<file path="src/design/bbc_pkg.sv">
// Shared types and constants for the bounding box coalescer.
// No dependencies; imported by every module of the block except bbc_ram.
`default_nettype none

package bbc_pkg;

  // Capacity of the box list
  localparam int MAX_BOXES = 16;
  localparam int IDX_W     = (MAX_BOXES > 1) ? $clog2(MAX_BOXES) : 1;
  localparam int COUNT_W   = $clog2(MAX_BOXES + 1);

  // Fixed result field widths
  localparam int ENTRY_INDEX_W = 4;
  localparam int ENTRY_COUNT_W = 5;
  localparam int COORD_W       = 32;
  localparam int BOX_W         = 6 * COORD_W;

  // Stream widths
  localparam int S_DATA_W  = BOX_W;
  localparam int M_FIELD_W = ENTRY_INDEX_W + ENTRY_COUNT_W + BOX_W;
  localparam int M_DATA_W  = ((M_FIELD_W + 7) / 8) * 8;
  localparam int M_PAD_W   = M_DATA_W - M_FIELD_W;

  // Box corners, lo_x in the lowest bits
  typedef struct packed {
    logic signed [COORD_W-1:0] hi_z;
    logic signed [COORD_W-1:0] hi_y;
    logic signed [COORD_W-1:0] hi_x;
    logic signed [COORD_W-1:0] lo_z;
    logic signed [COORD_W-1:0] lo_y;
    logic signed [COORD_W-1:0] lo_x;
  } box_t;

  typedef enum logic [1:0] {
    ST_MERGED   = 2'd0,
    ST_APPENDED = 2'd1,
    ST_DROPPED  = 2'd2
  } status_t;

  typedef enum logic [2:0] {
    S_IDLE,
    S_SCAN,
    S_CMP,
    S_MISS,
    S_DONE
  } ctrl_state_t;

  // Controller to datapath
  typedef struct packed {
    logic load_in;   // latch input item, clear list on start flag
    logic rd_en;     // read entry at scan index
    logic idx_inc;   // advance scan index
    logic merge;     // write union back at scan index
    logic miss;      // append or drop
    logic load_out;  // move result into output register
  } cmd_t;

  // Datapath to controller
  typedef struct packed {
    logic scan_end;  // scan index reached held count
    logic hit;       // entry read last cycle overlaps input box
    logic out_free;  // output register can take a result
  } stat_t;

endpackage

`default_nettype wire

</file>
<file path="src/design/bbc_ram.sv">
// Generic single-write, single-read RAM with registered read data.
// No dependencies.
`default_nettype none

module bbc_ram #(
  parameter int WIDTH = 8,
  parameter int DEPTH = 16
) (
  input  wire logic                                       clk,
  input  wire logic                                       we,
  input  wire logic [((DEPTH > 1) ? $clog2(DEPTH) : 1)-1:0] waddr,
  input  wire logic [WIDTH-1:0]                           wdata,
  input  wire logic                                       re,
  input  wire logic [((DEPTH > 1) ? $clog2(DEPTH) : 1)-1:0] raddr,
  output logic      [WIDTH-1:0]                           rdata
);

  logic [WIDTH-1:0] mem [DEPTH];

  always_ff @(posedge clk) begin
    if (we) begin
      mem[waddr] <= wdata;
    end
    if (re) begin
      rdata <= mem[raddr];
    end
  end

endmodule

`default_nettype wire

</file>
<file path="src/design/bbc_ctrl.sv">
// Controller state machine for the bounding box coalescer.
// Depends on bbc_pkg for the state, command and status types.
`default_nettype none

module bbc_ctrl
  import bbc_pkg::*;
(
  input  wire logic  clk,
  input  wire logic  rst,
  input  wire logic  s_tvalid,
  input  wire stat_t stat,
  output logic       s_tready,
  output cmd_t       cmd
);

  ctrl_state_t state, state_next;

  always_ff @(posedge clk) begin
    if (rst) begin
      state <= S_IDLE;
    end else begin
      state <= state_next;
    end
  end

  always_comb begin
    state_next = state;
    cmd        = '0;
    s_tready   = 1'b0;
    case (state)
      S_IDLE: begin
        s_tready = 1'b1;
        if (s_tvalid) begin
          cmd.load_in = 1'b1;
          state_next  = S_SCAN;
        end
      end
      S_SCAN: begin
        if (stat.scan_end) begin
          state_next = S_MISS;
        end else begin
          cmd.rd_en  = 1'b1;
          state_next = S_CMP;
        end
      end
      S_CMP: begin
        if (stat.hit) begin
          cmd.merge  = 1'b1;
          state_next = S_DONE;
        end else begin
          cmd.idx_inc = 1'b1;
          state_next  = S_SCAN;
        end
      end
      S_MISS: begin
        cmd.miss   = 1'b1;
        state_next = S_DONE;
      end
      S_DONE: begin
        // hold the result until the output register frees up
        if (stat.out_free) begin
          cmd.load_out = 1'b1;
          state_next   = S_IDLE;
        end
      end
      default: begin
        state_next = S_IDLE;
      end
    endcase
  end

endmodule

`default_nettype wire

</file>
<file path="src/design/bbc_datapath.sv">
// Datapath for the bounding box coalescer: box list RAM, scan index,
// overlap test, union and output register. Depends on bbc_pkg and bbc_ram.
`default_nettype none

module bbc_datapath
  import bbc_pkg::*;
(
  input  wire logic                clk,
  input  wire logic                rst,
  input  wire cmd_t                cmd,
  output stat_t                    stat,
  input  wire logic [S_DATA_W-1:0] s_tdata,
  input  wire logic                s_tuser,
  output logic                     m_tvalid,
  input  wire logic                m_tready,
  output logic [M_DATA_W-1:0]      m_tdata,
  output logic [1:0]               m_tuser
);

  // Input item and scan state
  box_t               in_box;
  logic [COUNT_W-1:0] count;
  logic [COUNT_W-1:0] idx;

  // Result and output registers
  status_t                  res_status;
  logic [ENTRY_INDEX_W-1:0] res_index;
  box_t                     res_box;
  status_t                  out_status;
  logic [ENTRY_INDEX_W-1:0] out_index;
  logic [ENTRY_COUNT_W-1:0] out_count;
  box_t                     out_box;

  // RAM port signals
  logic             ram_we;
  logic [IDX_W-1:0] ram_waddr;
  box_t             ram_wdata;
  box_t             entry;
  logic [BOX_W-1:0] ram_rdata;

  logic full;
  logic overlap;
  box_t union_box;

  bbc_ram #(
    .WIDTH(BOX_W),
    .DEPTH(MAX_BOXES)
  ) u_ram (
    .clk  (clk),
    .we   (ram_we),
    .waddr(ram_waddr),
    .wdata(ram_wdata),
    .re   (cmd.rd_en),
    .raddr(idx[IDX_W-1:0]),
    .rdata(ram_rdata)
  );

  assign entry = box_t'(ram_rdata);
  assign full  = (count == COUNT_W'(MAX_BOXES));

  // Overlap or touch on all three axes
  assign overlap = !(($signed(in_box.hi_x) < $signed(entry.lo_x)) ||
                     ($signed(in_box.hi_y) < $signed(entry.lo_y)) ||
                     ($signed(in_box.hi_z) < $signed(entry.lo_z)) ||
                     ($signed(in_box.lo_x) > $signed(entry.hi_x)) ||
                     ($signed(in_box.lo_y) > $signed(entry.hi_y)) ||
                     ($signed(in_box.lo_z) > $signed(entry.hi_z)));

  always_comb begin
    union_box.lo_x = ($signed(in_box.lo_x) < $signed(entry.lo_x)) ? in_box.lo_x : entry.lo_x;
    union_box.lo_y = ($signed(in_box.lo_y) < $signed(entry.lo_y)) ? in_box.lo_y : entry.lo_y;
    union_box.lo_z = ($signed(in_box.lo_z) < $signed(entry.lo_z)) ? in_box.lo_z : entry.lo_z;
    union_box.hi_x = ($signed(in_box.hi_x) > $signed(entry.hi_x)) ? in_box.hi_x : entry.hi_x;
    union_box.hi_y = ($signed(in_box.hi_y) > $signed(entry.hi_y)) ? in_box.hi_y : entry.hi_y;
    union_box.hi_z = ($signed(in_box.hi_z) > $signed(entry.hi_z)) ? in_box.hi_z : entry.hi_z;
  end

  always_comb begin
    ram_we    = cmd.merge || (cmd.miss && !full);
    ram_waddr = cmd.merge ? idx[IDX_W-1:0] : count[IDX_W-1:0];
    ram_wdata = cmd.merge ? union_box : in_box;
  end

  always_comb begin
    stat.scan_end = (idx == count);
    stat.hit      = overlap;
    stat.out_free = !m_tvalid || m_tready;
  end

  // Control registers
  always_ff @(posedge clk) begin
    if (rst) begin
      count <= '0;
      idx   <= '0;
    end else begin
      if (cmd.load_in) begin
        idx <= '0;
        if (s_tuser) begin
          count <= '0;
        end
      end else if (cmd.idx_inc) begin
        idx <= idx + COUNT_W'(1);
      end
      if (cmd.miss && !full) begin
        count <= count + COUNT_W'(1);
      end
    end
  end

  always_ff @(posedge clk) begin
    if (rst) begin
      m_tvalid <= 1'b0;
    end else if (cmd.load_out) begin
      m_tvalid <= 1'b1;
    end else if (m_tready) begin
      m_tvalid <= 1'b0;
    end
  end

  // Payload registers
  always_ff @(posedge clk) begin
    if (cmd.load_in) begin
      in_box <= box_t'(s_tdata);
    end
    if (cmd.merge) begin
      res_status <= ST_MERGED;
      res_index  <= ENTRY_INDEX_W'(idx);
      res_box    <= union_box;
    end else if (cmd.miss) begin
      res_box <= in_box;
      if (full) begin
        res_status <= ST_DROPPED;
        res_index  <= '0;
      end else begin
        res_status <= ST_APPENDED;
        res_index  <= ENTRY_INDEX_W'(count);
      end
    end
    if (cmd.load_out) begin
      out_status <= res_status;
      out_index  <= res_index;
      out_count  <= ENTRY_COUNT_W'(count);
      out_box    <= res_box;
    end
  end

  assign m_tdata = {{M_PAD_W{1'b0}}, out_box, out_count, out_index};
  assign m_tuser = out_status;

endmodule

`default_nettype wire

</file>
<file path="src/design/bounding_box_coalescer_unit.sv">
// Top level of the bounding box coalescer: controller plus datapath.
// Depends on bbc_pkg, bbc_ctrl, bbc_datapath (and bbc_ram below it).
//
//  channel | dir | handshake          | payload
//  --------+-----+--------------------+------------------------------------
//  s       | in  | s_tvalid/s_tready  | s_tdata box corners, s_tuser start
//  m       | out | m_tvalid/m_tready  | m_tdata index/count/box, m_tuser status
//
// Per item: the accept step (S_IDLE), then a read (S_SCAN) and a compare
// (S_CMP) for each list entry examined; on a miss S_SCAN sees the end of
// the list and S_MISS appends or drops; S_DONE hands the result to the
// output register once it is free. The service time is set by the single
// read port of the box RAM and its registered read data.
// Reset clears the held count, the controller and the output valid; the list
// RAM is not cleared, only entries below the count are ever read.
// A stalled output holds its item; the next item is taken while it waits.
`default_nettype none

module bounding_box_coalescer_unit
  import bbc_pkg::*;
(
  input  wire logic                clk,
  input  wire logic                rst,
  input  wire logic                s_tvalid,
  output logic                     s_tready,
  // lo_x, lo_y, lo_z, hi_x, hi_y, hi_z (32 bits each, signed)
  input  wire logic [S_DATA_W-1:0] s_tdata,
  // start_new
  input  wire logic                s_tuser,
  output logic                     m_tvalid,
  input  wire logic                m_tready,
  // entry_index[3:0], entry_count[8:4], out_lo_x, out_lo_y, out_lo_z,
  // out_hi_x, out_hi_y, out_hi_z (32 bits each, signed), zero pad
  output logic [M_DATA_W-1:0]      m_tdata,
  // status
  output logic [1:0]               m_tuser
);

  cmd_t  cmd;
  stat_t stat;

  // Sequence accept, scan, merge or append, and result handoff
  bbc_ctrl u_ctrl (
    .clk     (clk),
    .rst     (rst),
    .s_tvalid(s_tvalid),
    .stat    (stat),
    .s_tready(s_tready),
    .cmd     (cmd)
  );

  // Hold the list, run the overlap test and union, drive the output
  bbc_datapath u_dp (
    .clk     (clk),
    .rst     (rst),
    .cmd     (cmd),
    .stat    (stat),
    .s_tdata (s_tdata),
    .s_tuser (s_tuser),
    .m_tvalid(m_tvalid),
    .m_tready(m_tready),
    .m_tdata (m_tdata),
    .m_tuser (m_tuser)
  );

  // A result never overwrites one still waiting at the output
  a_no_overwrite: assert property (@(posedge clk) disable iff (rst)
    cmd.load_out |-> (!m_tvalid || m_tready))
    else $error("result loaded over a pending output item");

  // Only one item is in work at a time
  a_one_item: assert property (@(posedge clk) disable iff (rst)
    (s_tvalid && s_tready) |=> !s_tready)
    else $error("second item accepted while one is in work");

  // A merge only follows a read of an entry that overlaps
  a_merge_hit: assert property (@(posedge clk) disable iff (rst)
    cmd.merge |-> ($past(cmd.rd_en) && stat.hit))
    else $error("merge without a preceding overlapping read");

  // Output valid rises only after a result load
  a_valid_rise: assert property (@(posedge clk) disable iff (rst)
    $rose(m_tvalid) |-> $past(cmd.load_out))
    else $error("output valid without a result load");

endmodule

`default_nettype wire

</file>
<file path="config.mk">
export PLATFORM = sky130hd
export DESIGN_NAME = bounding_box_coalescer_unit
export DESIGN_NICKNAME = d
export VERILOG_FILES = /design/src/design/bbc_pkg.sv /design/src/design/bbc_ram.sv /design/src/design/bbc_ctrl.sv /design/src/design/bbc_datapath.sv /design/src/design/bounding_box_coalescer_unit.sv
export SDC_FILE = /design/constraint.sdc
export NUM_CORES = 2
export LEC_CHECK = 0
export BUFFER_PORTS_ARGS = -buffer_cell sky130_fd_sc_hd__buf_4
export CAP_MARGIN = 20
export CORE_UTILIZATION = 55
export CTS_CLUSTER_SIZE = 40
export DETAILED_ROUTE_END_ITERATION = 10
export PLACE_DENSITY_LB_ADDON = 0.25
export SLEW_MARGIN = 20
export SYNTH_ARGS = -nofsm -noshare
export SYNTH_HDL_FRONTEND = slang
export SYNTH_SLANG_ARGS = --single-unit
</file>
<file path="constraint.sdc">
create_clock -name clk -period 71.6 [get_ports clk]
set_clock_uncertainty 0.05 [all_clocks]
set_input_delay 14.32 -clock clk [delete_from_list [all_inputs] [get_ports clk]]
set_output_delay 14.32 -clock clk [all_outputs]
set_load 0.02 [all_outputs]
</file>
==> After elaboration in Yosys (flattened, before gate mapping) <==
Memories as Yosys holds them, arrays and structs flattened. A register that Yosys moved wholly into a read port is not among the register bits.
Cells that the tools add are included.
{ "classes": {"n_addsub": 2, "magnitude_cmp": 12, "n_eq_ne": 8, "mux": 37, "n_reduce_logical": 18} }
{ "op_table": {"columns": ["op", "count"], "rows": [
  ["two-way mux 192 bit", 3],
  ["greater-than comparator 32 bit", 6],
  ["less-than comparator 32 bit", 6],
  ["two-way mux 32 bit", 6],
  ["two-way mux 4 bit", 4],
  ["two-way mux 1 bit", 15],
  ["two-way mux 5 bit", 3],
  ["one-hot mux 3 bit (5 select lines)", 1],
  ["adder 5 x 1 -> 5 bit (second input constant)", 2],
  ["two-way mux 3 bit", 3],
  ["nonzero test 2 bit", 4],
  ["logical OR 1 bit", 7],
  ["== test 3 x 2 -> 1 bit (second input constant)", 2],
  ["== test 5 bit", 1],
  ["== test 5 bit (second input constant)", 1],
  ["two-way mux 2 bit", 2],
  ["inequality test 2 bit (second input constant)", 2],
  ["AND reduction 2 bit", 2],
  ["== test 3 x 1 -> 1 bit (second input constant)", 1],
  ["== test 3 bit (second input constant)", 1],
  ["zero test 3 bit", 1],
  ["zero test 1 bit", 2],
  ["OR reduction 2 bit", 1],
  ["logical AND 1 bit", 1]
]} }
{ "word_totals": {"reg_bits": 607, "mem_bits_rw": 3072, "in_bits": 197, "output_inout_bits": 212, "elab_cells": 105, "mem_count": 1} }
{ "mem_list": {"columns": ["name", "depth", "width", "read_ports", "rd_ports_with_merged_regs", "wr", "line", "source"], "rows": [
  ["u_dp.u_ram.mem", 16, 192, 1, 1, 1, "bbc_ram.sv:18", "logic [WIDTH-1:0] mem [DEPTH];"]
]} }

==> Longest topological paths before layout <==
{ "logic_depth": {"word_depth": 11, "depth_mapped": 13, "mapped_depth_nobuf": 11} }

==> Modules after synthesis <==
Synthesis repeated with hierarchy kept, for this count alone.
{ "hier_totals": {"hier_cells": 7346, "hier_area_um2": 151809.3} }
{ "modules_own_cells": {"columns": ["mod", "n_inst", "cells_each", "area_per_inst_um2", "seq_area_each_um2"], "rows": [
  ["bbc_ram", 1, 5024, 120724.5, 98014.0],
  ["bbc_datapath", 1, 2300, 30900.9, 18007.3],
  ["bbc_ctrl", 1, 22, 183.9, 60.1]
]} }

==> Least setup slack after synthesis <==
OpenSTA, ideal clock, no wires.
{ "synth_path": {"path_type": "input-to-reg", "from": "input s_tvalid", "to": "register u_dp.count[3]", "setup_time_ps": 136, "arrival_time_ps": 36776, "required_ps": 71414, "path_slack_ps": 34638, "path_stages": 4, "n_path_buf": 0, "path_cell_list": "nor4b_1 -> a21oi_1 -> o21ai_0 -> a21oi_1"} }
{ "synth_between": {"elab_chain_len": 4} }
{ "synth_lines": {"columns": ["item", "line", "source"], "rows": [
  ["start: declaration", "bounding_box_coalescer_unit.sv:24", "input wire logic s_tvalid,"],
  ["two-way mux 1 bit", "bbc_ctrl.sv:33", "if (s_tvalid) begin"],
  ["two-way mux 1 bit", "bbc_ctrl.sv:30", "case (state)"],
  ["nonzero test 2 bit (no source line)", null, null],
  ["AND reduction 2 bit (no source line)", null, null],
  ["end signal: assignment", "bbc_datapath.sv:105", "count <= count + COUNT_W'(1);"],
  ["end: declaration", "bbc_datapath.sv:22", "logic [COUNT_W-1:0] count;"]
]} }
Every way passes these cells.
A chain may end at the register's enable or synchronous reset.

==> metrics.md <==
| Metric | Value |
|---|---|
| Hold Path Depth | 0 |
| Die area | 278000 µm² |
| Flops & latches, synth | 3871 |
| Top FF cell, synth | edfxtp_1 |
| # nets final | 7827 |
| Worst-path clk slew | 0.07 ns |
| I/O pins | 409 |
| Die outline width | 527 µm |
| Reg2reg setup slack | 64.20 ns |
| First-pass DRT Iterations | 5 |
| Unrepaired setup endpoints after global routing | no |
| Worst-path maximum fanout | 59 |
| Unique masters post-synth | 73 |
| Peak VDD IR | 0.0000219 V |
| Post_cts resized | 0 |
| Hold WS | 0.365 ns |
| Cells after Synth | 6593 |
| Clk Latency, worst-skew pair | 0.96 ns |
| Total number of vias | 72.2k |
| Hold Path Class | reg -> reg |
| Top post-synthesis cells by area | edfxtp_1 76%, mux4_2 14%, ha_1 3.1% |
| 1st-iter DRT viols | 8524 |
| EDFF count, synth | 3855 |
| Clock buffer depth | 4 |
| Achievable Freq | 0.0609 GHz |
| Post-Syn Area per Cell | 23.0 µm² |
| Largest net degree at the start of global routing | 144 |
| Rel. slew slack | 25.5% |
| Initial antenna violation count | 13 |
| Clock root cell | clkbuf_16 |
| Die height | 527 µm |
| Vias in the first global route | 73.3k |
| Final-report setup violation count | 0 |
| Routability cong. | 0.908 |
| Most common cell after layout, fill and taps aside | edfxtp_1 |
| Area delta synth->final | 13.5% |
| Share of the synthesized area in the top cell type | 76.4% |
| Core area | 274000 µm² |
| Power Dens Cells | 27.9 nW/µm² |
| Endpoints failing hold | 0 |
| Final period util | 22.9% |
| Initial Util | 55.3% |
| Critical Setup Path Class | in -> reg |
| Setup TNS | 0 ns |
| YS warnings | 0 |
| Cell taking the most area after synthesis | edfxtp_1 |
| Residual DRC | 0 |
| Outcome | finished, final reports clean |
| Hold Path End | u_dp.m_tdata[162] |
| Post-CTS setup buffer count | 0 |
| Pleak | 55.8 nW |
| GRT Residual Overflow | 0 |
| Vias per std cell | 6.46 |
| Number of fill cells | 18.2k |
| Post-CTS Hold Buffers | 0 |
| Tmin final | 16.43 ns |
| Finished Core Util | 62.8% |
| Sink Count | 3871 |
| Routed Antenna Nets | 0 |
| WL final | 383000 µm |
| Rows | 192 |
| Setup crit end kind | flop |
| Min-delay src | u_dp.res_box[153] |
| All-Layer GR Usage | 27.5% |
| Setup crit start kind | primary input |
| CP Data Arrival Time | 16.95 ns |
| Asr flop ratio synth | 0% |
| FF-to-FF Start | u_dp.u_ram.rdata[63] |
| Final HPWL DP | 211000 µm |
| Port Buffers | 401 |
| Worst reg2reg path depth | 14 |
| Worst Path Required | 72.12 ns |
| Register area share after synthesis | 76.6% |
| H-tree levels | 5 |
| Max Cap Viol | 0 |
| First-pass GRT wire length | 536000 µm |
| Most frequent cells in the layout | 3855 x edfxtp_1, 960 x mux4_2, 491 x buf_4 |
| Wire length per cell | 34.3 µm |
| Mapped Area | 151000 µm² |
| Pins Over Slew Limit | 0 |
| CTS tree | done |
| Least-Margin Pin Slew | 1.12 ns |
| Layout cells sized above 1 | 30.0% |
| CTS Buf Count | 385 |
| Crit Reg-Reg Endpoint | u_dp.u_ram.mem[14][100] |
power by group:
part           internal [mW]  leakage [nW]  switching, mW
logic                 0.0830          14.7          0.126
registers               2.54          34.9         0.0308
clock network           1.15          6.19          0.865
total                   3.77          55.8           1.02
kinds of logic after synthesis:
kind of cell,Yosys count,share of synthesized area [%]
AO/OA/AOI/OAI,347,1.46
XOR/XNOR,6,0.0347
adder cells (fa/ha/maj),381,3.15
buffers and inverters,458,1.25
flip-flops,3871,76.6
multiplexers,1167,16.2
other,1,0.00248
AND/OR/NAND/NOR,362,1.31
layer usage:
layer,GRT usage [%],up-vias,share of wire [%]
met2,46.2,3650,51
met3,3.52,695,7.2
met5,0,-,0.0076
met4,12.0,6,4.8
li1,-,29200,-
met1,36.4,38600,37
cell type report:
type                            instances  area (µm²)  area share (%)
Tap cell                             3589        4490            2.61
Clock inverter                        263        2600            1.51
Inverter                              204         766           0.445
Antenna cell                            3        7.51         0.00437
Timing Repair Buffer                  517        4200            2.44
Sequential cell                      3871      116000            67.5
Clock buffer                          450       10000            5.83
Multi-Input combinational cell       2270       33800            19.6
cell usage after synthesis, types with 12 or more instances:
cell type and instances:
o211ai_1 12, nand3_1 34, nor2_1 66, nor2b_1 20, o31ai_1 19, nor3_1 24
mux2_1 31, a211oi_1 17, mux2_2 20, edfxtp_1 3855, nand2b_1 17, ha_1 381
buf_6 17, nand2_1 86, buf_1 56, nand4_1 64, inv_1 204, o21ai_0 61
mux2_4 150, clkbuf_1 168, a21o_1 64, a21oi_1 119, mux4_2 960, dfxtp_1 16
worst max-delay path, stage by stage:
cell,delay [ns]
buf_4,0.09
nor4b_2,0.22
buf_4,0.81
buf_4,0.64
buf_4,0.70
stage by stage:
stage / total power, mW / setup slack [ns] / cells / area (µm²)
2_1_floorplan: 2.74 / 34.64 / 6599 / 152000
3_3_place_gp: 2.81 / 54.29 / 10500 / 159000
3_5_place_dp: 2.82 / 54.26 / 10500 / 159000
4_1_cts: 4.82 / 55.27 / 11200 / 172000
5_1_grt: 4.92 / 55.19 / 11200 / 172000
6_report: 4.79 / 55.17 / 11200 / 172000
state kept, by name, indices dropped and copies added (netlist names), 4 cells and up:
register / flops
u_dp.u_ram.mem: 3072
u_dp.out_count: 5
u_dp.u_ram.rdata: 192
u_dp.m_tdata: 192
u_dp.count: 5
u_dp.in_box: 192
u_dp.res_box: 192
u_dp.out_index: 4
u_dp.res_index: 4
u_dp.idx: 5
worst max-delay path by stage:
stage	from	to	slack, ns	cells past startpoint
final	s_tvalid	u_dp.in_box[38]	55.17	5
after global routing	s_tvalid	u_dp.in_box[134]	55.19	5
after CTS	s_tvalid	u_dp.in_box[49]	55.27	5
after detailed placement	s_tvalid	u_dp.in_box[148]	54.26	5
after global placement	s_tvalid	u_dp.in_box[144]	54.29	5
after floorplan	s_tvalid	u_dp.count[3]	34.64	4
Power figures use the tool's default switching activity.
